**src/rbma_pkg.sv**
```systemverilog
// ----------------------------------------------------------------------------
// rbma_pkg
// Shared types and constants of the ring buffer moving average unit.
// ----------------------------------------------------------------------------
package rbma_pkg;

  localparam int unsigned CAPACITY_DEF    = 16;
  localparam int unsigned SAMPLE_BITS_DEF = 16;

  // fixed result field widths
  localparam int unsigned AVG_W   = 15;
  localparam int unsigned COUNT_W = 5;
  localparam logic [AVG_W-1:0] AVG_MAX = {AVG_W{1'b1}};

  typedef enum logic {
    OP_PUSH = 1'b0,
    OP_POP  = 1'b1
  } op_e;

  typedef enum logic [2:0] {
    S_IDLE,
    S_READ,
    S_START,
    S_DIV,
    S_OUT
  } state_e;

endpackage

```
**src/rbma_if.sv**
```systemverilog
// ----------------------------------------------------------------------------
// rbma_if
// Valid/ready channels of the ring buffer moving average unit.
// ----------------------------------------------------------------------------
interface rbma_in_if
  import rbma_pkg::*;
#(
  parameter int unsigned SAMPLE_BITS = SAMPLE_BITS_DEF
);
  logic                          valid;
  logic                          ready;
  op_e                           op;
  logic signed [SAMPLE_BITS-1:0] sample;

  modport source (output valid, output op, output sample, input ready);
  modport sink   (input valid, input op, input sample, output ready);
endinterface

interface rbma_out_if
  import rbma_pkg::*;
#(
  parameter int unsigned SAMPLE_BITS = SAMPLE_BITS_DEF
);
  logic                          valid;
  logic                          ready;
  logic [AVG_W-1:0]              average;
  logic signed [SAMPLE_BITS-1:0] popped_value;
  logic [COUNT_W-1:0]            count;
  logic                          is_full;
  logic                          is_empty;
  logic                          underflow;

  modport source (output valid, output average, output popped_value, output count,
                  output is_full, output is_empty, output underflow, input ready);
  modport sink   (input valid, input average, input popped_value, input count,
                  input is_full, input is_empty, input underflow, output ready);
endinterface

```
**src/rbma_div.sv**
```systemverilog
// ----------------------------------------------------------------------------
// rbma_div
// Restoring unsigned divider, one quotient bit per cycle.
// ----------------------------------------------------------------------------
module rbma_div
  import rbma_pkg::*;
#(
  parameter int unsigned DIVIDEND_W = 20,
  parameter int unsigned DIVISOR_W  = 5
) (
  input  logic                  clk_i,
  input  logic                  rst_ni,
  input  logic                  start_i,
  input  logic [DIVIDEND_W-1:0] dividend_i,
  input  logic [DIVISOR_W-1:0]  divisor_i,
  output logic                  done_o,
  output logic [DIVIDEND_W-1:0] quotient_o
);

  localparam int unsigned ITER_W = $clog2(DIVIDEND_W + 1);

  logic [ITER_W-1:0]     iter_q, iter_d;
  logic                  done_q, done_d;
  logic [DIVISOR_W-1:0]  rem_q, rem_d;
  logic [DIVISOR_W-1:0]  dvsr_q;
  logic [DIVIDEND_W-1:0] quo_q, quo_d;
  logic [DIVISOR_W:0]    trial;
  logic                  fits;

  always_comb begin
    trial = {rem_q, quo_q[DIVIDEND_W-1]};
    fits  = trial >= {1'b0, dvsr_q};
    rem_d = fits ? DIVISOR_W'(trial - {1'b0, dvsr_q}) : DIVISOR_W'(trial);
    quo_d = {quo_q[DIVIDEND_W-2:0], fits};
  end

  always_comb begin
    iter_d = iter_q;
    done_d = 1'b0;
    if (start_i) begin
      iter_d = ITER_W'(DIVIDEND_W);
    end else if (iter_q != '0) begin
      iter_d = iter_q - 1'b1;
      done_d = (iter_q == ITER_W'(1));
    end
  end

  always_ff @(posedge clk_i or negedge rst_ni) begin
    if (!rst_ni) begin
      iter_q <= '0;
      done_q <= 1'b0;
    end else begin
      iter_q <= iter_d;
      done_q <= done_d;
    end
  end

  always_ff @(posedge clk_i) begin
    if (start_i) begin
      rem_q  <= '0;
      quo_q  <= dividend_i;
      dvsr_q <= divisor_i;
    end else if (iter_q != '0) begin
      rem_q <= rem_d;
      quo_q <= quo_d;
    end
  end

  assign done_o     = done_q;
  assign quotient_o = quo_q;

endmodule

```
**src/ring_buffer_moving_average_unit.sv**
```systemverilog
// ----------------------------------------------------------------------------
// ring_buffer_moving_average_unit
// Ring of the last CAPACITY samples in a one-port synchronous memory, with a
// running sum and a truncated average over the held samples.
// ----------------------------------------------------------------------------
//   port    dir  word
//   in_i    in   op (push/pop), sample
//   out_o   out  average, popped_value, count, is_full, is_empty, underflow
//
// Per word: accept, update from the memory word, divider start, then the
// bit-serial divide and the result load; the divide is skipped when the ring
// is empty or the sum is not positive.
// Reset clears pointers, count and sum; a word read from an unheld slot is dropped.
// A stalled output holds its word; the next word is taken, then waits to load.
// ----------------------------------------------------------------------------
module ring_buffer_moving_average_unit
  import rbma_pkg::*;
#(
  parameter int unsigned CAPACITY    = CAPACITY_DEF,
  parameter int unsigned SAMPLE_BITS = SAMPLE_BITS_DEF
) (
  input  logic       clk_i,
  input  logic       rst_ni,
  rbma_in_if.sink    in_i,
  rbma_out_if.source out_o
);

  localparam int unsigned IDX_W = (CAPACITY > 1) ? $clog2(CAPACITY) : 1;
  localparam int unsigned CNT_W = $clog2(CAPACITY + 1);
  localparam int unsigned SUM_W = SAMPLE_BITS + CNT_W;
  localparam int unsigned DVD_W = SUM_W - 1;
  localparam int unsigned QW    = (DVD_W > AVG_W) ? DVD_W : AVG_W;

  state_e state_q, state_d;

  logic [IDX_W-1:0]              oldest_q, oldest_d;
  logic [IDX_W-1:0]              wr_idx_q, wr_idx_d;
  logic [CNT_W-1:0]              count_q, count_d;
  logic signed [SUM_W-1:0]       sum_q, sum_d;

  op_e                           op_q;
  logic signed [SAMPLE_BITS-1:0] sample_q;
  logic signed [SAMPLE_BITS-1:0] rdata_q;
  logic signed [SAMPLE_BITS-1:0] mem_q [CAPACITY];
  logic [IDX_W-1:0]              rd_addr;

  logic signed [SAMPLE_BITS-1:0] popped_q, popped_d;
  logic                          under_q, under_d;
  logic                          use_div_q;

  logic                          out_valid_q;
  logic [AVG_W-1:0]              out_avg_q;
  logic signed [SAMPLE_BITS-1:0] out_popped_q;
  logic [COUNT_W-1:0]            out_count_q;
  logic                          out_full_q;
  logic                          out_empty_q;
  logic                          out_under_q;

  logic                          in_ready;
  logic                          in_accept;
  logic                          mem_we;
  logic                          div_start;
  logic                          load_out;
  logic                          avg_nonzero;
  logic                          div_done;
  logic [DVD_W-1:0]              quotient;
  logic [QW-1:0]                 quo_ext;
  logic [AVG_W-1:0]              avg_val;
  logic                          is_full;
  logic                          old_valid;

  function automatic logic [IDX_W-1:0] advance(input logic [IDX_W-1:0] idx);
    logic [IDX_W-1:0] nxt;
    nxt = (idx == IDX_W'(CAPACITY - 1)) ? '0 : IDX_W'(idx + 1'b1);
    return nxt;
  endfunction

  assign in_accept   = in_i.valid && in_ready;
  assign is_full     = (count_q == CNT_W'(CAPACITY));
  assign avg_nonzero = (count_q != '0) && (sum_q > 0);

  // next state
  always_comb begin
    state_d = state_q;
    unique case (state_q)
      S_IDLE:  if (in_i.valid) state_d = S_READ;
      S_READ:  state_d = S_START;
      S_START: state_d = avg_nonzero ? S_DIV : S_OUT;
      S_DIV:   if (div_done) state_d = S_OUT;
      S_OUT:   if (!out_valid_q || out_o.ready) state_d = S_IDLE;
      default: state_d = S_IDLE;
    endcase
  end

  // control outputs
  always_comb begin
    in_ready  = 1'b0;
    mem_we    = 1'b0;
    div_start = 1'b0;
    load_out  = 1'b0;
    unique case (state_q)
      S_IDLE:  in_ready  = 1'b1;
      S_READ:  mem_we    = (op_q == OP_PUSH);
      S_START: div_start = avg_nonzero;
      S_DIV:   ;
      S_OUT:   load_out  = !out_valid_q || out_o.ready;
      default: ;
    endcase
  end

  assign in_i.ready = in_ready;
  assign rd_addr    = (in_i.op == OP_PUSH) ? wr_idx_q : oldest_q;

  // ring update from the word read back from memory
  always_comb begin
    oldest_d  = oldest_q;
    wr_idx_d  = wr_idx_q;
    count_d   = count_q;
    sum_d     = sum_q;
    popped_d  = '0;
    under_d   = 1'b0;
    old_valid = is_full;
    if (op_q == OP_PUSH) begin
      // the slot under the write pointer holds a live sample only when full
      sum_d    = sum_q - (old_valid ? SUM_W'(rdata_q) : '0) + SUM_W'(sample_q);
      wr_idx_d = advance(wr_idx_q);
      if (is_full) begin
        oldest_d = advance(oldest_q);
      end else begin
        count_d = count_q + 1'b1;
      end
    end else if (count_q == '0) begin
      under_d = 1'b1;
    end else begin
      popped_d = rdata_q;
      sum_d    = sum_q - SUM_W'(rdata_q);
      oldest_d = advance(oldest_q);
      count_d  = count_q - 1'b1;
    end
  end

  always_ff @(posedge clk_i or negedge rst_ni) begin
    if (!rst_ni) begin
      state_q     <= S_IDLE;
      oldest_q    <= '0;
      wr_idx_q    <= '0;
      count_q     <= '0;
      sum_q       <= '0;
      out_valid_q <= 1'b0;
    end else begin
      state_q <= state_d;
      if (state_q == S_READ) begin
        oldest_q <= oldest_d;
        wr_idx_q <= wr_idx_d;
        count_q  <= count_d;
        sum_q    <= sum_d;
      end
      if (load_out) begin
        out_valid_q <= 1'b1;
      end else if (out_o.ready) begin
        out_valid_q <= 1'b0;
      end
    end
  end

  // sample memory
  always_ff @(posedge clk_i) begin
    if (mem_we) begin
      mem_q[wr_idx_q] <= sample_q;
    end
    if (in_accept) begin
      rdata_q <= mem_q[rd_addr];
    end
  end

  always_ff @(posedge clk_i) begin
    if (in_accept) begin
      op_q     <= in_i.op;
      sample_q <= in_i.sample;
    end
    if (state_q == S_READ) begin
      popped_q <= popped_d;
      under_q  <= under_d;
    end
    if (state_q == S_START) begin
      use_div_q <= avg_nonzero;
    end
  end

  rbma_div #(
    .DIVIDEND_W (DVD_W),
    .DIVISOR_W  (CNT_W)
  ) u_div (
    .clk_i      (clk_i),
    .rst_ni     (rst_ni),
    .start_i    (div_start),
    .dividend_i (sum_q[DVD_W-1:0]),
    .divisor_i  (count_q),
    .done_o     (div_done),
    .quotient_o (quotient)
  );

  // saturate the quotient into the average field, or give zero when the divide was skipped
  always_comb begin
    quo_ext = QW'(quotient);
    if (!use_div_q) begin
      avg_val = '0;
    end else if (quo_ext > QW'(AVG_MAX)) begin
      avg_val = AVG_MAX;
    end else begin
      avg_val = AVG_W'(quo_ext);
    end
  end

  always_ff @(posedge clk_i) begin
    if (load_out) begin
      out_avg_q    <= avg_val;
      out_popped_q <= popped_q;
      out_count_q  <= COUNT_W'(count_q);
      out_full_q   <= is_full;
      out_empty_q  <= (count_q == '0);
      out_under_q  <= under_q;
    end
  end

  assign out_o.valid        = out_valid_q;
  assign out_o.average      = out_avg_q;
  assign out_o.popped_value = out_popped_q;
  assign out_o.count        = out_count_q;
  assign out_o.is_full      = out_full_q;
  assign out_o.is_empty     = out_empty_q;
  assign out_o.underflow    = out_under_q;

  a_count_bound: assert property (@(posedge clk_i) disable iff (!rst_ni)
    count_q <= CNT_W'(CAPACITY))
    else $error("held count above capacity");

  a_div_done_state: assert property (@(posedge clk_i) disable iff (!rst_ni)
    div_done |-> state_q == S_DIV)
    else $error("divider finished outside divide state");

  a_under_no_change: assert property (@(posedge clk_i) disable iff (!rst_ni)
    (state_q == S_READ && op_q == OP_POP && count_q == '0)
      |=> count_q == '0 && $stable(oldest_q) && $stable(sum_q))
    else $error("pop on empty ring changed state");

  a_load_when_free: assert property (@(posedge clk_i) disable iff (!rst_ni)
    load_out && out_valid_q |-> out_o.ready)
    else $error("result register overwritten while stalled");

endmodule
```
**src/flat_wrapper.sv**
```systemverilog
// flat-port wrapper written by rule: the top's interface ports become plain ports
module ring_buffer_moving_average_unit_flat import rbma_pkg::*;
#(
  parameter int unsigned CAPACITY    = CAPACITY_DEF,
  parameter int unsigned SAMPLE_BITS = SAMPLE_BITS_DEF
)
  (clk_i, rst_ni, in_i_valid, in_i_op, in_i_sample, in_i_ready, out_o_valid, out_o_average, out_o_popped_value, out_o_count, out_o_is_full, out_o_is_empty, out_o_underflow, out_o_ready);
  rbma_in_if #(.SAMPLE_BITS(SAMPLE_BITS)) in_i_i ();
  rbma_out_if #(.SAMPLE_BITS(SAMPLE_BITS)) out_o_i ();
  input  logic clk_i;
  input  logic rst_ni;
  input wire logic [$bits(in_i_i.valid)-1:0] in_i_valid;
  input wire logic [$bits(in_i_i.op)-1:0] in_i_op;
  input wire logic [$bits(in_i_i.sample)-1:0] in_i_sample;
  output wire logic [$bits(in_i_i.ready)-1:0] in_i_ready;
  output wire logic [$bits(out_o_i.valid)-1:0] out_o_valid;
  output wire logic [$bits(out_o_i.average)-1:0] out_o_average;
  output wire logic [$bits(out_o_i.popped_value)-1:0] out_o_popped_value;
  output wire logic [$bits(out_o_i.count)-1:0] out_o_count;
  output wire logic [$bits(out_o_i.is_full)-1:0] out_o_is_full;
  output wire logic [$bits(out_o_i.is_empty)-1:0] out_o_is_empty;
  output wire logic [$bits(out_o_i.underflow)-1:0] out_o_underflow;
  input wire logic [$bits(out_o_i.ready)-1:0] out_o_ready;
  assign in_i_i.valid = in_i_valid;
  assign in_i_i.op = in_i_op;
  assign in_i_i.sample = in_i_sample;
  assign in_i_ready = in_i_i.ready;
  assign out_o_valid = out_o_i.valid;
  assign out_o_average = out_o_i.average;
  assign out_o_popped_value = out_o_i.popped_value;
  assign out_o_count = out_o_i.count;
  assign out_o_is_full = out_o_i.is_full;
  assign out_o_is_empty = out_o_i.is_empty;
  assign out_o_underflow = out_o_i.underflow;
  assign out_o_i.ready = out_o_ready;
  ring_buffer_moving_average_unit #(.CAPACITY(CAPACITY), .SAMPLE_BITS(SAMPLE_BITS)) u_core (.clk_i(clk_i), .rst_ni(rst_ni), .in_i(in_i_i), .out_o(out_o_i));
endmodule
```
**config.mk**
```make
export PLATFORM = sky130hd
export DESIGN_NAME = ring_buffer_moving_average_unit_flat
export DESIGN_NICKNAME = d
export VERILOG_FILES = /design/src/rbma_pkg.sv /design/src/rbma_if.sv /design/src/rbma_div.sv /design/src/ring_buffer_moving_average_unit.sv /design/src/flat_wrapper.sv
export SDC_FILE = /design/constraint.sdc
export NUM_CORES = 1
export LEC_CHECK = 0
export ABC_AREA = 1
export CAP_MARGIN = 40
export CORE_MARGIN = 1
export CORE_UTILIZATION = 31
export CTS_CLUSTER_SIZE = 20
export DETAILED_ROUTE_END_ITERATION = 6
export DONT_BUFFER_PORTS = 1
export GPL_TIMING_DRIVEN = 1
export PLACE_DENSITY = 0.52
export SETUP_SLACK_MARGIN = 0.05
export SYNTH_ARGS = -nofsm -noshare
export SYNTH_HDL_FRONTEND = slang
export SYNTH_SLANG_ARGS = --single-unit
```
**constraint.sdc**
```tcl
create_clock -name clk_i -period 4.7 [get_ports clk_i]
set_clock_uncertainty 0.1 [all_clocks]
set_input_delay 0.235 -clock clk_i [delete_from_list [all_inputs] [get_ports clk_i]]
set_output_delay 0.235 -clock clk_i [all_outputs]
set_load 0.005 [all_outputs]
```
# Word-level counts from Yosys, hierarchy flattened
# Memory sizes are Yosys's and may differ from the RTL's. A register that Yosys moved wholly into a read port is not among the register bits.
# Index checks and enable logic that the tools add are counted.
# W data, S select, Z words.
# op_classes
n_addsub	9
magnitude_cmp	3
eq_ne	13
muxes	34
bitwise_logic	1
n_reduce_logical	17
# op_table
cell	n
$mux W21	3
$mux W20	2
$mux W5	6
$mux W4	6
$add A21 B21 Y21	1
$gt A21 B1 Y1 const B	1
$sub A21 B16 Y21	1
$sub A21 B21 Y21	1
$gt A20 B15 Y1 const B	1
$mux W15	1
$pmux W3 S5	1
$mux W3	4
$mux W1	11
$reduce_bool A5 Y1	2
$sub A5 B1 Y5 const B	2
$reduce_and A3 Y1	3
$add A4 B1 Y4 const B	2
$eq A4 B4 Y1 const B	2
$eq A3 B2 Y1 const B	2
$ge A6 B5 Y1	1
$ne A2 B2 Y1 const B	3
$reduce_bool A2 Y1	3
$add A5 B1 Y5 const B	1
$eq A5 B1 Y1 const B	1
other kinds (13)	16
# totals
ff_bits	148
ram_bits	256
inputBits	21
out_inout_bits	41
n_memories	1
# mem_list
memory	words	word_bits	rd	rd_ports_with_merged_regs	wr	line_no	text
u_core.mem_q	16	16	1	1	1	ring_buffer_moving_average_unit.sv:44	logic signed [SAMPLE_BITS-1:0] mem_q [CAPACITY];

# Longest topological paths before layout
# Gate-level depths: netlist (run 1).
# depth
ltp_word	5
mapped_depth	22

# Hierarchy
# A second synthesis (run 1) with hierarchy kept.
# unflattened
hier_cells	2094
area_unflattened_um2	20719.9
# by_module_without_submodules
mod	instances	cells_each	area_per_inst_um2	seq_area_each_um2
ring_buffer_moving_average_unit	1	1902	18939.4	11340.9
rbma_div	1	192	1780.5	1001.0

# Worst setup path after synthesis (run 1)
# OpenSTA, ideal clock, no wires.
# synth_timing
path_kind	reg2reg
from	register u_core.state_q[0]
to	register u_core.op_q, enable pin
arrival_ns	2.814
slack_ns	1.322
path_stages_with_launch	4
synth_period_minus_slack_ns	3.378
path_cell_list	dfrtp_1 -> nor2_1 -> inv_1 -> nor3_1
# synth_between
elab_chain_cells	3
# synth_rtl
element	line_no	text
start: declaration	ring_buffer_moving_average_unit.sv:34	state_e state_q, state_d;
start signal: assignment	ring_buffer_moving_average_unit.sv:151	state_q <= state_d;
$logic_not A3 Y1	ring_buffer_moving_average_unit.sv:101	unique case (state_q)
$mux W1	ring_buffer_moving_average_unit.sv:101	
$logic_and A1 B1 Y1	ring_buffer_moving_average_unit.sv:78	assign in_accept = in_i.valid && in_ready;
named net u_core.in_accept	ring_buffer_moving_average_unit.sv:60	logic in_accept;
end signal: assignment	ring_buffer_moving_average_unit.sv:178	op_q <= in_i.op;
end: declaration	ring_buffer_moving_average_unit.sv:41	op_e op_q;
# The timed path passes the listed nets, and every way through them passes these cells.
# A chain may end at the register's enable or synchronous reset.

# Worst setup path in the final report (run 1)
# layout_timing
from	register u_core.count_q[0]
to	register u_core.sum_q[19]
# layout_between
elab_chain_cells	5
# layout_rtl
element	line_no	text
start: declaration	ring_buffer_moving_average_unit.sv:38	logic [CNT_W-1:0] count_q, count_d;
start signal: assignment	ring_buffer_moving_average_unit.sv:155	count_q <= count_d;
$eq A5 B5 Y1	ring_buffer_moving_average_unit.sv:79	assign is_full = (count_q == CNT_W'(CAPACITY));
named net u_core.is_full	ring_buffer_moving_average_unit.sv:69	logic is_full;
$mux W21	ring_buffer_moving_average_unit.sv:125	sum_d = sum_q - (old_valid ? SUM_W'(rdata_q) : '0) + SUM_W'(sample_q);
$sub A21 B21 Y21	ring_buffer_moving_average_unit.sv:125	
$add A21 B21 Y21	ring_buffer_moving_average_unit.sv:125	
$mux W21	ring_buffer_moving_average_unit.sv:123	if (op_q == OP_PUSH) begin
end signal: assignment	ring_buffer_moving_average_unit.sv:156	sum_q <= sum_d;
end: declaration	ring_buffer_moving_average_unit.sv:39	logic signed [SUM_W-1:0] sum_q, sum_d;
# The timed path passes the listed nets, and every way through them passes these cells.

==> impl_metrics.prom, run 1 <==
# TYPE chip_impl_metric gauge
chip_impl_metric{name="wl",unit="um"} 53380
chip_impl_metric{name="cts-root-to-sink-buffers",unit=""} 3
chip_impl_metric{name="antenna_found_initial",unit=""} 0
chip_impl_metric{name="detailed_place.area",unit="um^2"} 21830
chip_impl_info{name="critical_path.endpoint",value="u_core.sum_q[19]"} 1
chip_impl_metric{name="comb_power_share",unit=""} 0.428
chip_impl_metric{name="netlist.area_leader.share",unit=""} 0.5387
chip_impl_metric{name="grt-ovfl-total",unit=""} 0
chip_impl_metric{name="max_freq",unit="GHz"} 0.2595
chip_impl_metric{name="via_count",unit=""} 14135
chip_impl_metric{name="grt_first_pass_wirelength",unit="um"} 82870
chip_impl_metric{name="p_sw_frac",unit=""} 0.4117
chip_impl_metric{name="placement_rows",unit=""} 94
chip_impl_info{name="worstReg2RegStart",value="u_core.count_q[0]"} 1
chip_impl_metric{name="numClockSinks",unit=""} 420
chip_impl_info{name="reg2reg_to",value="u_core.sum_q[19]"} 1
chip_impl_metric{name="p_total",unit="W"} 0.01616
chip_impl_info{name="outcome",value="finished clean"} 1
chip_impl_metric{name="place_ws",unit="ps"} 773.6
chip_impl_metric{name="grt_pass1_vias",unit=""} 13950
chip_impl_metric{name="vdd_ir_drop_max",unit="V"} 0.0004389
chip_impl_metric{name="clock_insertion_delay_worst_skew",unit="ps"} 590
chip_impl_metric{name="avgRoutedWirePerCell",unit="um"} 17.87
chip_impl_metric{name="fin_nets",unit=""} 2188
chip_impl_metric{name="cp_data_required_time",unit="ps"} 5090
chip_impl_metric{name="cts_resized",unit=""} 0
chip_impl_metric{name="die-height",unit="um"} 260.3
chip_impl_metric{name="detail_route.iter0.violations",unit=""} 1180
chip_impl_metric{name="synth.yosys.warnings",unit=""} 0
chip_impl_metric{name="hold-worst-slack",unit="ps"} 121.6
chip_impl_metric{name="worstMarginPinSlew",unit="ps"} 880.0
chip_impl_info{name="synth.largest_area_cell",value="sky130_fd_sc_hd__edfxtp_1"} 1
chip_impl_metric{name="synth-seq-cells",unit=""} 420
chip_impl_metric{name="maxCapViolations",unit=""} 0
chip_impl_metric{name="design.portCount",unit=""} 62
chip_impl_metric{name="finish.instance_area",unit="um^2"} 23710
chip_impl_info{name="end_kind",value="register"} 1
chip_impl_metric{name="gr-usage-all-layers",unit=""} 0.1609
chip_impl_metric{name="cell_internal_pwr",unit="W"} 0.009508
chip_impl_metric{name="coreArea",unit="um^2"} 65860
chip_impl_metric{name="number_of_remaining_drc_errors",unit=""} 0
chip_impl_info{name="ys_top_cells_by_area",value="sky130_fd_sc_hd__edfxtp_1 (54%), sky130_fd_sc_hd__nand2_1 (7.3%), sky130_fd_sc_hd__inv_1 (6.6%)"} 1
chip_impl_metric{name="hold_viol_final",unit=""} 0
chip_impl_metric{name="p_seq_frac",unit=""} 0.330
chip_impl_metric{name="layout-area-overhead-vs-synth",unit="%"} 14.64
chip_impl_metric{name="grt_max_degree",unit=""} 129
chip_impl_metric{name="setup_violations",unit=""} 0
chip_impl_metric{name="synth-seq-area-share",unit=""} 0.5968
chip_impl_metric{name="die_area",unit="um^2"} 67750
chip_impl_metric{name="total_switching_power",unit="W"} 0.006653
chip_impl_metric{name="max_slew_margin",unit=""} 0.4134
chip_impl_metric{name="pwr_density_cell",unit="nW/um^2"} 681.6
chip_impl_info{name="hold_path_class",value="primary input to asynchronous set/reset pin"} 1
chip_impl_metric{name="arrival",unit="ps"} 4240
chip_impl_info{name="source_of_the_critical_timing_path",value="u_core.count_q[0]"} 1
chip_impl_metric{name="insertedDiodeCount",unit=""} 0
chip_impl_info{name="clockRootBuffer",value="sky130_fd_sc_hd__clkbuf_16"} 1
chip_impl_info{name="mostFrequentLayoutCells",value="sky130_fd_sc_hd__nand2_1 (400), sky130_fd_sc_hd__edfxtp_1 (371), sky130_fd_sc_hd__inv_1 (365)"} 1
chip_impl_metric{name="numPortBuffers",unit=""} 0
chip_impl_metric{name="place_congestion",unit=""} 0.9197
chip_impl_metric{name="async_reset_ff_frac",unit=""} 0.1048
chip_impl_metric{name="vias_per_cell",unit=""} 4.732
chip_impl_info{name="timing.setup.critical_path_class",value="register to register"} 1
chip_impl_info{name="layout.cells.most_common",value="sky130_fd_sc_hd__nand2_1"} 1
chip_impl_metric{name="postLayoutSetupSlackWorst",unit="ps"} 846.7
chip_impl_metric{name="synth_enable_flop_cells",unit=""} 371
chip_impl_metric{name="synthesis.area_per_instance",unit="um^2"} 10.13
chip_impl_info{name="rsz0062_at_grt",value="false"} 1
chip_impl_metric{name="finalSetupTns",unit="ps"} 0
chip_impl_metric{name="final.period_utilization",unit=""} 0.8199
chip_impl_metric{name="firstDrtPassIters",unit=""} 5
chip_impl_metric{name="cellLeakagePower",unit="nW"} 9.753
chip_impl_metric{name="ff2ff_setup_slack",unit="ps"} 850
chip_impl_metric{name="final_period_minus_worst_setup_slack",unit="ps"} 3853
chip_impl_metric{name="tritoncts.num_buffers",unit=""} 46
chip_impl_metric{name="netlist-cell-type-count",unit=""} 48
chip_impl_metric{name="slew_viol_final",unit=""} 0
chip_impl_metric{name="post-dp-hpwl",unit="um"} 36750
chip_impl_info{name="tritoncts",value="done"} 1
chip_impl_metric{name="final_antenna_net_count",unit=""} 0
chip_impl_metric{name="floorplan.initialDensity",unit=""} 0.3140
chip_impl_metric{name="final_layout_size_suffix_gt1_frac",unit=""} 0.07960
chip_impl_metric{name="syn_inst",unit=""} 2042
chip_impl_metric{name="path_max_fanout",unit=""} 16
chip_impl_metric{name="clock_pin_slew_on_the_worst_setup_and_hold_paths",unit="ps"} 70
chip_impl_metric{name="htreeDepth",unit=""} 2
chip_impl_metric{name="worst_r2r_path_depth",unit=""} 19
chip_impl_metric{name="p_clk_frac",unit=""} 0.242
chip_impl_info{name="timing.critical_path.from_type",value="register"} 1
chip_impl_metric{name="synth_area",unit="um^2"} 20680
chip_impl_metric{name="mappedNetlistNets",unit=""} 2144
chip_impl_metric{name="chipWidth",unit="um"} 260.3
chip_impl_info{name="postSynth.topFlopCell",value="sky130_fd_sc_hd__edfxtp_1"} 1
cell families after synthesis:
| group | count (synthesis) | share of synthesized area |
|---|---|---|
| compound gates | 385 | 0.1078 |
| simple gates | 699 | 0.1436 |
| buf+inv | 439 | 0.08682 |
| xor+xnor | 18 | 0.007623 |
| fa+ha+maj | 81 | 0.05735 |
| flops | 420 | 0.5968 |
synth_stat cells (all sizes together), types with 2 or more instances:
cell,n
and2,3
a21oi,153
nand2,407
or2,2
o211ai,38
xnor2,6
a31oi,5
nor2,124
inv,370
ha,58
nor4,2
dfrtp,44
o21bai,9
edfxtp,371
nor3,14
dfxtp,5
clkbuf,15
fa,23
nand3b,12
nand4,13
o21ai,162
buf,52
nand3,120
xor2,12
o221ai,15
power by group through the flow:
| stage | clock network [W] | logic, W | registers, W |
|---|---|---|---|
| 2_1_floorplan | 0 | 0.00511 | 0.00527 |
| 3_3_place_gp | 0 | 0.00684 | 0.00539 |
| 3_5_place_dp | 0 | 0.00691 | 0.00541 |
| 4_1_cts | 0.00401 | 0.00697 | 0.00534 |
| 5_1_grt | 0.00415 | 0.00790 | 0.00541 |
| 6_report | 0.00390 | 0.00692 | 0.00533 |
sequential cells by signal, summed over array words and instances, names as in the netlist, 3 cells and up:
name / count
u_core.mem_q: 256
u_core.sum_q: 21
u_core.u_div.quotient_o: 20
u_core.out_o.popped_value: 16
u_core.popped_q: 16
u_core.rdata_q: 16
u_core.sample_q: 16
u_core.out_o.average: 15
u_core.count_q: 5
u_core.out_o.count: 5
u_core.u_div.dvsr_q: 5
u_core.u_div.iter_q: 5
u_core.u_div.rem_q: 5
u_core.oldest_q: 4
u_core.wr_idx_q: 4
u_core.state_q: 3
final cells by class:
cell class | count | area [um^2]
Clock inverter | 28 | 425.4
Tap cell | 864 | 1081
Timing Repair Buffer | 63 | 635.6
Sequential cell | 420 | 12340
Clock buffer | 57 | 1224
Multi-Input combinational cell | 1183 | 6591
Inverter | 372 | 1410
Fill cell | 6647 | 42150
worst max-delay path: stages (launching register included):
cell and delay [ps]:
sky130_fd_sc_hd__dfrtp_1 440, sky130_fd_sc_hd__inv_2 110, sky130_fd_sc_hd__nand4_4 140, sky130_fd_sc_hd__nor2_1 170, sky130_fd_sc_hd__inv_1 290, sky130_fd_sc_hd__nor2_1 550
sky130_fd_sc_hd__fa_1 530, sky130_fd_sc_hd__inv_1 70, sky130_fd_sc_hd__ha_1 220, sky130_fd_sc_hd__nand2_1 150, sky130_fd_sc_hd__nor2_1 200, sky130_fd_sc_hd__nand2_1 120
sky130_fd_sc_hd__nor2_1 110, sky130_fd_sc_hd__nand2_1 120, sky130_fd_sc_hd__nand3_1 120, sky130_fd_sc_hd__nand2_1 50, sky130_fd_sc_hd__nand3_1 100, sky130_fd_sc_hd__nand2_1 70
sky130_fd_sc_hd__nand2_1 60, sky130_fd_sc_hd__nand2_1 50
worst min path at each step:
| stage | start | to | slack (ps) | depth (start not counted) |
|---|---|---|---|---|
| 6_report | rst_ni | u_core.sum_q[11] | 120 | 2 |
| 5_1_grt | rst_ni | u_core.sum_q[11] | 120 | 2 |
| 4_1_cts | rst_ni | u_core.sum_q[14] | 120 | 2 |
| 3_5_place_dp | rst_ni | u_core.u_div.iter_q[4] | -160 | 0 |
| 3_3_place_gp | rst_ni | u_core.u_div.iter_q[4] | -160 | 0 |
| 2_1_floorplan | rst_ni | u_core.count_q[0] | -160 | 0 |
through the flow:
stage / instances / util
6_report: 2987 / 0.3600
2_1_floorplan: 2042 / -
3_5_place_dp: 2881 / 0.3315
5_1_grt: 2987 / 0.3600
3_3_place_gp: 2872 / 0.3292
4_1_cts: 2987 / 0.3600
layer usage:
layer,routed length [um],global-route usage,up-vias
met4,1239,0.04630,0
met1,24990,0.2223,6784
met5,0,0,-
met3,2715,0.02477,78
met2,24430,0.2605,340
li1,-,-,6933
timing repair:
action | 4_1_cts | 5_1_grt
hold endpoints to repair | 64 | 0
setup buffers | 0 | 0
setup endpoints to repair | 0 | 0
hold buffers | 21 | 0
Note: power is estimated with default switching activity, not from simulation.
==> run 2: changes to the inputs <==
==> constraint.sdc (replaced) <==
create_clock -name clk_i -period 3.85 [get_ports clk_i]
set_clock_uncertainty 0.1 [all_clocks]
set_input_delay 0.1925 -clock clk_i [delete_from_list [all_inputs] [get_ports clk_i]]
set_output_delay 0.1925 -clock clk_i [all_outputs]
set_load 0.005 [all_outputs]
==> run 2 against run 1 <==
Effect of this change:
- total power is 21% higher
- critical path depth rose by 2
- sequential share of layout area increased by 0.082 points
- sequential cell count did not move
- first-iteration DRC count shrank 0.34%
- clock power rose by 17%
- non-clock buffer count up 12
- utilization decreased by 0.057 points
==> impl_metrics.prom, run 2 (synthesis results as in run 1) <==
# TYPE chip_impl_metric gauge
chip_impl_info{name="outcome",value="finished clean"} 1
chip_impl_metric{name="worstMarginPinSlew",unit="ps"} 824.6
chip_impl_metric{name="pwr_density_cell",unit="nW/um^2"} 825.8
chip_impl_metric{name="firstDrtPassIters",unit=""} 5
chip_impl_info{name="layout.cells.most_common",value="sky130_fd_sc_hd__nand2_1"} 1
chip_impl_metric{name="final.period_utilization",unit=""} 0.9042
chip_impl_metric{name="final_antenna_net_count",unit=""} 0
chip_impl_info{name="mostFrequentLayoutCells",value="sky130_fd_sc_hd__nand2_1 (400), sky130_fd_sc_hd__edfxtp_1 (371), sky130_fd_sc_hd__inv_1 (366)"} 1
chip_impl_metric{name="avgRoutedWirePerCell",unit="um"} 18.04
chip_impl_metric{name="clock_insertion_delay_worst_skew",unit="ps"} 600
chip_impl_metric{name="maxCapViolations",unit=""} 0
chip_impl_metric{name="multi_input_logic_area",unit="um^2"} 6594
chip_impl_metric{name="placement_rows",unit=""} 94
chip_impl_metric{name="finalSetupTns",unit="ps"} 0
chip_impl_metric{name="gr-usage-all-layers",unit=""} 0.1626
chip_impl_info{name="register_bank_with_the_most_flops",value="u_core.mem_q"} 1
chip_impl_metric{name="wl",unit="um"} 54110
chip_impl_metric{name="number_of_remaining_drc_errors",unit=""} 0
chip_impl_metric{name="cts-root-to-sink-buffers",unit=""} 3
chip_impl_metric{name="coreArea",unit="um^2"} 65860
chip_impl_metric{name="design.portCount",unit=""} 62
chip_impl_metric{name="hold-worst-slack",unit="ps"} 79.49
chip_impl_metric{name="register_area",unit="um^2"} 12340
chip_impl_metric{name="path_max_fanout",unit=""} 16
chip_impl_info{name="clockRootBuffer",value="sky130_fd_sc_hd__clkbuf_16"} 1
chip_impl_metric{name="cp_data_required_time",unit="ps"} 4220
chip_impl_info{name="crit_path_top_delay_cell",value="sky130_fd_sc_hd__fa_1"} 1
chip_impl_info{name="crit_family",value="simple AND/OR/NAND/NOR gates"} 1
chip_impl_metric{name="grt_first_pass_wirelength",unit="um"} 82990
chip_impl_metric{name="setup_violations",unit=""} 0
chip_impl_metric{name="final_period_minus_worst_setup_slack",unit="ps"} 3481
chip_impl_metric{name="slew_viol_final",unit=""} 0
chip_impl_metric{name="htreeDepth",unit=""} 2
chip_impl_info{name="critical_path.most_common_cell",value="sky130_fd_sc_hd__nand2_1"} 1
chip_impl_metric{name="place_congestion",unit=""} 0.9117
chip_impl_metric{name="max_slew_margin",unit=""} 0.4482
chip_impl_metric{name="detail_route.iter0.violations",unit=""} 1176
chip_impl_info{name="tritoncts",value="done"} 1
chip_impl_metric{name="arrival",unit="ps"} 3850
chip_impl_metric{name="numClockSinks",unit=""} 420
chip_impl_metric{name="final_layout_size_suffix_gt1_frac",unit=""} 0.08521
chip_impl_metric{name="vdd_ir_drop_max",unit="V"} 0.0004046
chip_impl_metric{name="hold_viol_final",unit=""} 0
chip_impl_metric{name="max_freq",unit="GHz"} 0.2873
chip_impl_info{name="timing.critical_path.cells",value="inv_1, nand4_4, nor2_1, inv_1, buf_4, nor2_1, buf_4, fa_1, inv_1, ha_1, nand2_1, nor2_2, nand2_1, nor2_1, nand2_1, nand3_1, nand2_1, nand3_1, nand2_1, nand2_1, nand2_1"} 1
chip_impl_info{name="end_kind",value="register"} 1
chip_impl_metric{name="insertedDiodeCount",unit=""} 0
chip_impl_metric{name="die_area",unit="um^2"} 67750
chip_impl_metric{name="p_total",unit="W"} 0.01955
chip_impl_metric{name="worst_r2r_path_depth",unit=""} 21
chip_impl_metric{name="largest_register_ffs",unit=""} 256
chip_impl_metric{name="floorplan.initialDensity",unit=""} 0.3140
chip_impl_metric{name="detailed_place.area",unit="um^2"} 21860
chip_impl_metric{name="vias_per_cell",unit=""} 4.728
chip_impl_info{name="timing.setup.critical_path_class",value="register to register"} 1
chip_impl_info{name="reg2reg_to",value="u_core.sum_q[19]"} 1
chip_impl_metric{name="fin_nets",unit=""} 2200
chip_impl_info{name="worst_hold_path.endpoint",value="u_core.rdata_q[15]"} 1
chip_impl_metric{name="clock_pin_slew_on_the_worst_setup_and_hold_paths",unit="ps"} 60
chip_impl_metric{name="holdPathStages",unit=""} 4
chip_impl_metric{name="numPortBuffers",unit=""} 0
chip_impl_info{name="rsz0062_at_grt",value="false"} 1
chip_impl_metric{name="cellLeakagePower",unit="nW"} 9.769
chip_impl_metric{name="chipWidth",unit="um"} 260.3
chip_impl_metric{name="tritoncts.num_buffers",unit=""} 46
chip_impl_metric{name="grt_pass1_vias",unit=""} 13735
chip_impl_info{name="hold_path.startpoint",value="in_i_op"} 1
chip_impl_info{name="hold_path_class",value="primary input to register"} 1
chip_impl_metric{name="ff2ff_setup_slack",unit="ps"} 370
chip_impl_info{name="timing.critical_path.from_type",value="register"} 1
chip_impl_metric{name="critical_path.n_buffers_inverters",unit=""} 5
chip_impl_metric{name="cpPeakStageDelay",unit="ps"} 470
chip_impl_metric{name="grt_max_degree",unit=""} 84
chip_impl_metric{name="layout-area-overhead-vs-synth",unit="%"} 14.46
chip_impl_info{name="worstReg2RegStart",value="u_core.count_q[3]"} 1
chip_impl_metric{name="grt-ovfl-total",unit=""} 0
chip_impl_metric{name="finish.instance_area",unit="um^2"} 23670
chip_impl_metric{name="die-height",unit="um"} 260.3
chip_impl_metric{name="n_fill_cell",unit=""} 6609
chip_impl_metric{name="post-dp-hpwl",unit="um"} 36590
chip_impl_metric{name="via_count",unit=""} 14184
chip_impl_metric{name="antenna_found_initial",unit=""} 0
run 2: changes by cell type in the layout (fill, tap and decap cells not counted), moves of 2 or more:
cell | before | now
sky130_fd_sc_hd__buf_4 | 32 | 48
sky130_fd_sc_hd__clkbuf_1 | 9 | 7
sky130_fd_sc_hd__dlygate4sd3_1 | 20 | 22
sky130_fd_sc_hd__buf_12 | 1 | 4
sky130_fd_sc_hd__buf_8 | 8 | 0
sky130_fd_sc_hd__clkinv_2 | 3 | 10
sky130_fd_sc_hd__bufinv_16 | 9 | 6
sky130_fd_sc_hd__clkinv_4 | 3 | 1
run 2: worst reg2reg max path, delay by kind of cell (launching register included):
kind	cells	cell delay, ps
fa+ha+maj	2	830
buf+inv	5	580
flops	1	420
simple gates	14	1440
run 2: worst max path at each step:
stage | from | end | slack [ps] | cells after the start
4_1_cts | u_core.count_q[0] | u_core.sum_q[19] | 240 | 21
6_report | u_core.count_q[3] | u_core.sum_q[19] | 370 | 21
3_3_place_gp | u_core.count_q[0] | u_core.sum_q[19] | 270 | 21
3_5_place_dp | u_core.count_q[0] | u_core.sum_q[19] | 280 | 21
5_1_grt | u_core.count_q[0] | u_core.sum_q[18] | 60 | 20
2_1_floorplan | u_core.state_q[0] | u_core.op_q | 470 | 3
run 2: cell type report:
type,count,share of cell area
inverters,372,0.05957
clock buffers,54,0.05080
repair buffers,75,0.02907
well taps,864,0.04567
clock inverters,32,0.01496
multi-input cells,1183,0.2786
flip-flops and latches,420,0.5214
run 2: timing repair:
item                                    in CTS  in global routing
endpoints found under the setup margin       0                  2
gates resized for setup                      0                  2
setup buffers                                0                  0
endpoints found under the hold margin       70                  0
hold buffers                                23                  0
run 2: report_power, final:
part / total [W] / leakage, nW / internal, W / switching (W)
registers: 0.00651 / 3.98 / 0.00598 / 0.000526
logic: 0.00849 / 5.03 / 0.00277 / 0.00571
clock network: 0.00455 / 0.756 / 0.00266 / 0.00189
total: 0.0195 / 9.77 / 0.0114 / 0.00813
run 2: per-stage QoR:
stage	setup slack (ps)	instances	utilization
after floorplan	472.2	2042	-
after global placement	273.7	2890	0.3317
after detailed placement	278.8	2891	0.3320
after CTS	243.0	3000	0.3594
after global routing	55.79	3000	0.3594
final	368.8	3000	0.3594
run 2: layer usage:
layer  wire, um  track usage  up-vias  share of wire
met5          0            0        -              0
met1      25940       0.2317     6829           0.48
met3       2918      0.02486       69          0.054
met2      24170       0.2567      326           0.45
li1           -            -     6960              -
met4       1085      0.04337        0          0.020
==> run 3: changes to the inputs <==
--- a/config.mk
+++ b/config.mk
@@ -17,4 +17,5 @@
 export SETUP_SLACK_MARGIN = 0.05
 export SYNTH_ARGS = -nofsm -noshare
 export SYNTH_HDL_FRONTEND = slang
+export SYNTH_HIERARCHICAL = 1
 export SYNTH_SLANG_ARGS = --single-unit
==> run 3 against run 2 <==
Effect of this change:
- the run now ends with design-rule violations left
- clock-buffer cell count is 5 higher
- worst setup slack gained 180 ps
- non-clock buffer count unchanged
- total power up 0.34%
- via count up 1.5%
- combinational power up 0.8%
- utilization rose by 0.063 points
- synthesized cell count is 2.5% higher
- sequential power is 0.6% higher
- register-to-register slack improved by 180 ps
- fmax rose by 5.3%
- die area is 0.18% higher
- largest power group unchanged
- highest routed layer unchanged
==> impl_metrics.prom, run 3 <==
# TYPE chip_impl_metric gauge
chip_impl_info{name="outcome",value="finished with violations"} 1
chip_impl_info{name="failed_checks",value="design-rule violations"} 1
chip_impl_metric{name="final_period_minus_worst_setup_slack",unit="ps"} 3305
chip_impl_metric{name="netlist-cell-type-count",unit=""} 47
chip_impl_info{name="yosys.cell_count.top_type",value="sky130_fd_sc_hd__nand2_1"} 1
chip_impl_metric{name="mappedNetlistNets",unit=""} 2194
chip_impl_metric{name="clock_pin_slew_on_the_worst_setup_and_hold_paths",unit="ps"} 60
chip_impl_metric{name="chipWidth",unit="um"} 260.5
chip_impl_info{name="clockRootBuffer",value="sky130_fd_sc_hd__clkbuf_16"} 1
chip_impl_metric{name="finalSetupTns",unit="ps"} 0
chip_impl_metric{name="layout-area-overhead-vs-synth",unit="%"} 14.65
chip_impl_metric{name="synth.yosys.warnings",unit=""} 6
chip_impl_info{name="layout.cells.most_common",value="sky130_fd_sc_hd__nand2_1"} 1
chip_impl_metric{name="place_congestion",unit=""} 0.9320
chip_impl_info{name="tritoncts",value="done"} 1
chip_impl_metric{name="firstDrtPassIters",unit=""} 7
chip_impl_metric{name="placement_rows",unit=""} 94
chip_impl_info{name="postSynth.topFlopCell",value="sky130_fd_sc_hd__edfxtp_1"} 1
chip_impl_metric{name="detail_route.iter0.violations",unit=""} 1060
chip_impl_metric{name="hold-worst-slack",unit="ps"} 12.38
chip_impl_metric{name="placed_cells_incl_taps",unit=""} 2944
chip_impl_metric{name="coreArea",unit="um^2"} 65980
chip_impl_metric{name="numPortBuffers",unit=""} 0
chip_impl_info{name="timing.critical_path.cells",value="inv_1, nor2_1, buf_4, fa_1, inv_1, ha_1, nand2_1, nor2_1, inv_1, nor2_1, nand3b_1, nand3_1, nand2_1, nand3_1, nand2_1, nand2_1, nand2_1"} 1
chip_impl_metric{name="cts_setup_buffers",unit=""} 0
chip_impl_metric{name="cellLeakagePower",unit="nW"} 9.918
chip_impl_metric{name="insertedDiodeCount",unit=""} 0
chip_impl_metric{name="number_of_remaining_drc_errors",unit=""} 10
chip_impl_info{name="end_kind",value="register"} 1
chip_impl_info{name="ys_top_cells_by_area",value="sky130_fd_sc_hd__edfxtp_1 (54%), sky130_fd_sc_hd__nand2_1 (8.5%), sky130_fd_sc_hd__inv_1 (6.8%)"} 1
chip_impl_info{name="crit_path_top_delay_cell",value="sky130_fd_sc_hd__fa_1"} 1
chip_impl_metric{name="final_layout_size_suffix_gt1_frac",unit=""} 0.07629
chip_impl_metric{name="hold_buffers",unit=""} 21
chip_impl_metric{name="max_slew_margin",unit=""} 0.4480
chip_impl_info{name="synth.largest_area_cell",value="sky130_fd_sc_hd__edfxtp_1"} 1
chip_impl_metric{name="worstMarginPinSlew",unit="ps"} 827.1
chip_impl_metric{name="vias_per_cell",unit=""} 4.715
chip_impl_metric{name="cts_resized",unit=""} 0
chip_impl_info{name="timing.setup.critical_path_class",value="register to register"} 1
chip_impl_metric{name="max_freq",unit="GHz"} 0.3025
chip_impl_metric{name="syn_inst",unit=""} 2094
chip_impl_metric{name="final_antenna_net_count",unit=""} 0
chip_impl_metric{name="numClockSinks",unit=""} 420
chip_impl_metric{name="finish.instance_area",unit="um^2"} 23760
chip_impl_metric{name="via_count",unit=""} 14394
chip_impl_metric{name="cpPeakStageDelay",unit="ps"} 470
chip_impl_metric{name="grt-ovfl-total",unit=""} 0
chip_impl_metric{name="cp_data_required_time",unit="ps"} 4190
chip_impl_metric{name="path_max_fanout",unit=""} 7
chip_impl_metric{name="wl",unit="um"} 55750
chip_impl_info{name="rsz0062_at_grt",value="false"} 1
chip_impl_metric{name="setup_violations",unit=""} 0
chip_impl_metric{name="clock_insertion_delay_worst_skew",unit="ps"} 610
chip_impl_metric{name="antenna_found_initial",unit=""} 0
chip_impl_metric{name="synth-seq-area-share",unit=""} 0.5957
chip_impl_metric{name="final.period_utilization",unit=""} 0.8586
chip_impl_metric{name="post-dp-hpwl",unit="um"} 38010
chip_impl_metric{name="avgRoutedWirePerCell",unit="um"} 18.26
chip_impl_metric{name="synth_area",unit="um^2"} 20720
chip_impl_metric{name="floorplan.initialDensity",unit=""} 0.3140
chip_impl_metric{name="synth_enable_flop_cells",unit=""} 371
chip_impl_metric{name="final_cell_count_no_fill",unit=""} 3053
chip_impl_info{name="hold_path_class",value="primary input to asynchronous set/reset pin"} 1
chip_impl_metric{name="netlist.area_leader.share",unit=""} 0.5377
chip_impl_info{name="reg2reg_to",value="u_core/sum_q[20]"} 1
chip_impl_metric{name="grt_max_degree",unit=""} 149
chip_impl_metric{name="synthesis.area_per_instance",unit="um^2"} 9.895
chip_impl_metric{name="worst_r2r_path_depth",unit=""} 17
chip_impl_info{name="register_bank_with_the_most_flops",value="u_core/mem_q"} 1
chip_impl_info{name="timing.critical_path.from_type",value="register"} 1
chip_impl_info{name="critical_path.most_common_cell",value="sky130_fd_sc_hd__nand2_1"} 1
chip_impl_metric{name="tritoncts.num_buffers",unit=""} 47
chip_impl_metric{name="maxCapViolations",unit=""} 0
chip_impl_metric{name="arrival",unit="ps"} 3650
chip_impl_metric{name="hold_viol_final",unit=""} 0
chip_impl_metric{name="grt_pass1_vias",unit=""} 14037
chip_impl_info{name="post_synth_most_frequent_cells",value="sky130_fd_sc_hd__nand2_1 (470), sky130_fd_sc_hd__inv_1 (375), sky130_fd_sc_hd__edfxtp_1 (371)"} 1
chip_impl_metric{name="ff2ff_setup_slack",unit="ps"} 540
chip_impl_metric{name="pwr_density_cell",unit="nW/um^2"} 825.7
chip_impl_metric{name="vdd_ir_drop_max",unit="V"} 0.0003796
chip_impl_metric{name="detailed_place.area",unit="um^2"} 21970
chip_impl_metric{name="synth-seq-cells",unit=""} 420
chip_impl_metric{name="design.portCount",unit=""} 62
chip_impl_metric{name="gr-usage-all-layers",unit=""} 0.1669
chip_impl_metric{name="fin_nets",unit=""} 2250
chip_impl_metric{name="die_area",unit="um^2"} 67880
chip_impl_metric{name="async_reset_ff_frac",unit=""} 0.1048
chip_impl_metric{name="layout.core_utilization",unit=""} 0.3600
chip_impl_metric{name="grt_first_pass_wirelength",unit="um"} 85150
chip_impl_metric{name="n_fill_cell",unit=""} 6557
chip_impl_metric{name="slew_viol_final",unit=""} 0
chip_impl_info{name="worstReg2RegStart",value="u_core/rdata_q[15]"} 1
chip_impl_info{name="mostFrequentLayoutCells",value="sky130_fd_sc_hd__nand2_1 (470), sky130_fd_sc_hd__inv_1 (375), sky130_fd_sc_hd__edfxtp_1 (371)"} 1
chip_impl_metric{name="largest_register_ffs",unit=""} 256
chip_impl_metric{name="cts-root-to-sink-buffers",unit=""} 3
chip_impl_metric{name="htreeDepth",unit=""} 2
chip_impl_metric{name="die-height",unit="um"} 260.5
-- run 3: changes by cell type after synthesis, sizes merged, moves of 4 or more --
cell / change
o21bai: -4
nor3: -4
inv: +12
nand2: +66
o21ai: -49
clkbuf: +7
o211ai: +15
a21oi: -15
nand3: +35
buf: -6
nor4: +4
o221ai: -8
-- run 3: where the power goes --
group	total [W]	switching [W]	internal, W
registers	0.00655	0.000576	0.00597
logic	0.00856	0.00579	0.00276
clock network	0.00451	0.00190	0.00261
-- run 3: logic make-up after synthesis --
kind of cell	count (synthesis)	share of synthesized area
buffers and inverters	450	0.08738
AO/OA/AOI/OAI	327	0.08937
flip-flops	420	0.5957
AND/OR/NAND/NOR	802	0.1648
adder cells (fa/ha/maj)	79	0.05604
XOR/XNOR	16	0.006763
-- run 3: routing by layer --
layer	GRT usage	wire length, um	vias up
li1	-	-	7087
met1	0.2156	24410	6934
met2	0.2852	27370	294
met3	0.02535	2411	79
met4	0.05426	1551	0
met5	0	0	-
-- run 3: final cells by class --
class | count | area [um^2] | area share
timing repair buffer | 75 | 690.7 | 0.02907
inverter | 382 | 1434 | 0.06036
clock buffer | 59 | 1221 | 0.05141
sequential | 420 | 12340 | 0.5195
clock inverter | 29 | 339.1 | 0.01427
tap | 864 | 1081 | 0.04551
multi-input combinational | 1224 | 6648 | 0.2798
-- run 3: worst max path at each step --
| stage | endpoint | cells after the start | slack, ps | from |
|---|---|---|---|---|
| floorplan | u_core/mem_q[11][0] | 5 | 790 | u_core/state_q[1] |
| global placement | u_core/sum_q[18] | 18 | 580 | u_core/count_q[1] |
| detailed placement | u_core/sum_q[17] | 18 | 540 | u_core/count_q[3] |
| CTS | u_core/sum_q[17] | 18 | 580 | u_core/count_q[1] |
| global route | u_core/sum_q[11] | 18 | 260 | u_core/count_q[1] |
| finish | u_core/sum_q[20] | 17 | 540 | u_core/rdata_q[15] |
-- run 3: critical path, delay by kind of cell (launching register included) --
kind | cells | cell delay [ps]
adders and majority gates | 2 | 840
buffers and inverters | 4 | 570
DFF | 1 | 460
and+or+nand+nor | 11 | 1180
-- run 3: metrics by stage --
stage | setup WS (ps) | total power (W)
3_5_place_dp | 536.1 | 0.01515
4_1_cts | 576.4 | 0.01978
3_3_place_gp | 580.6 | 0.01505
5_1_grt | 263.3 | 0.02120
2_1_floorplan | 785.6 | 0.01261
6_report | 544.6 | 0.01962
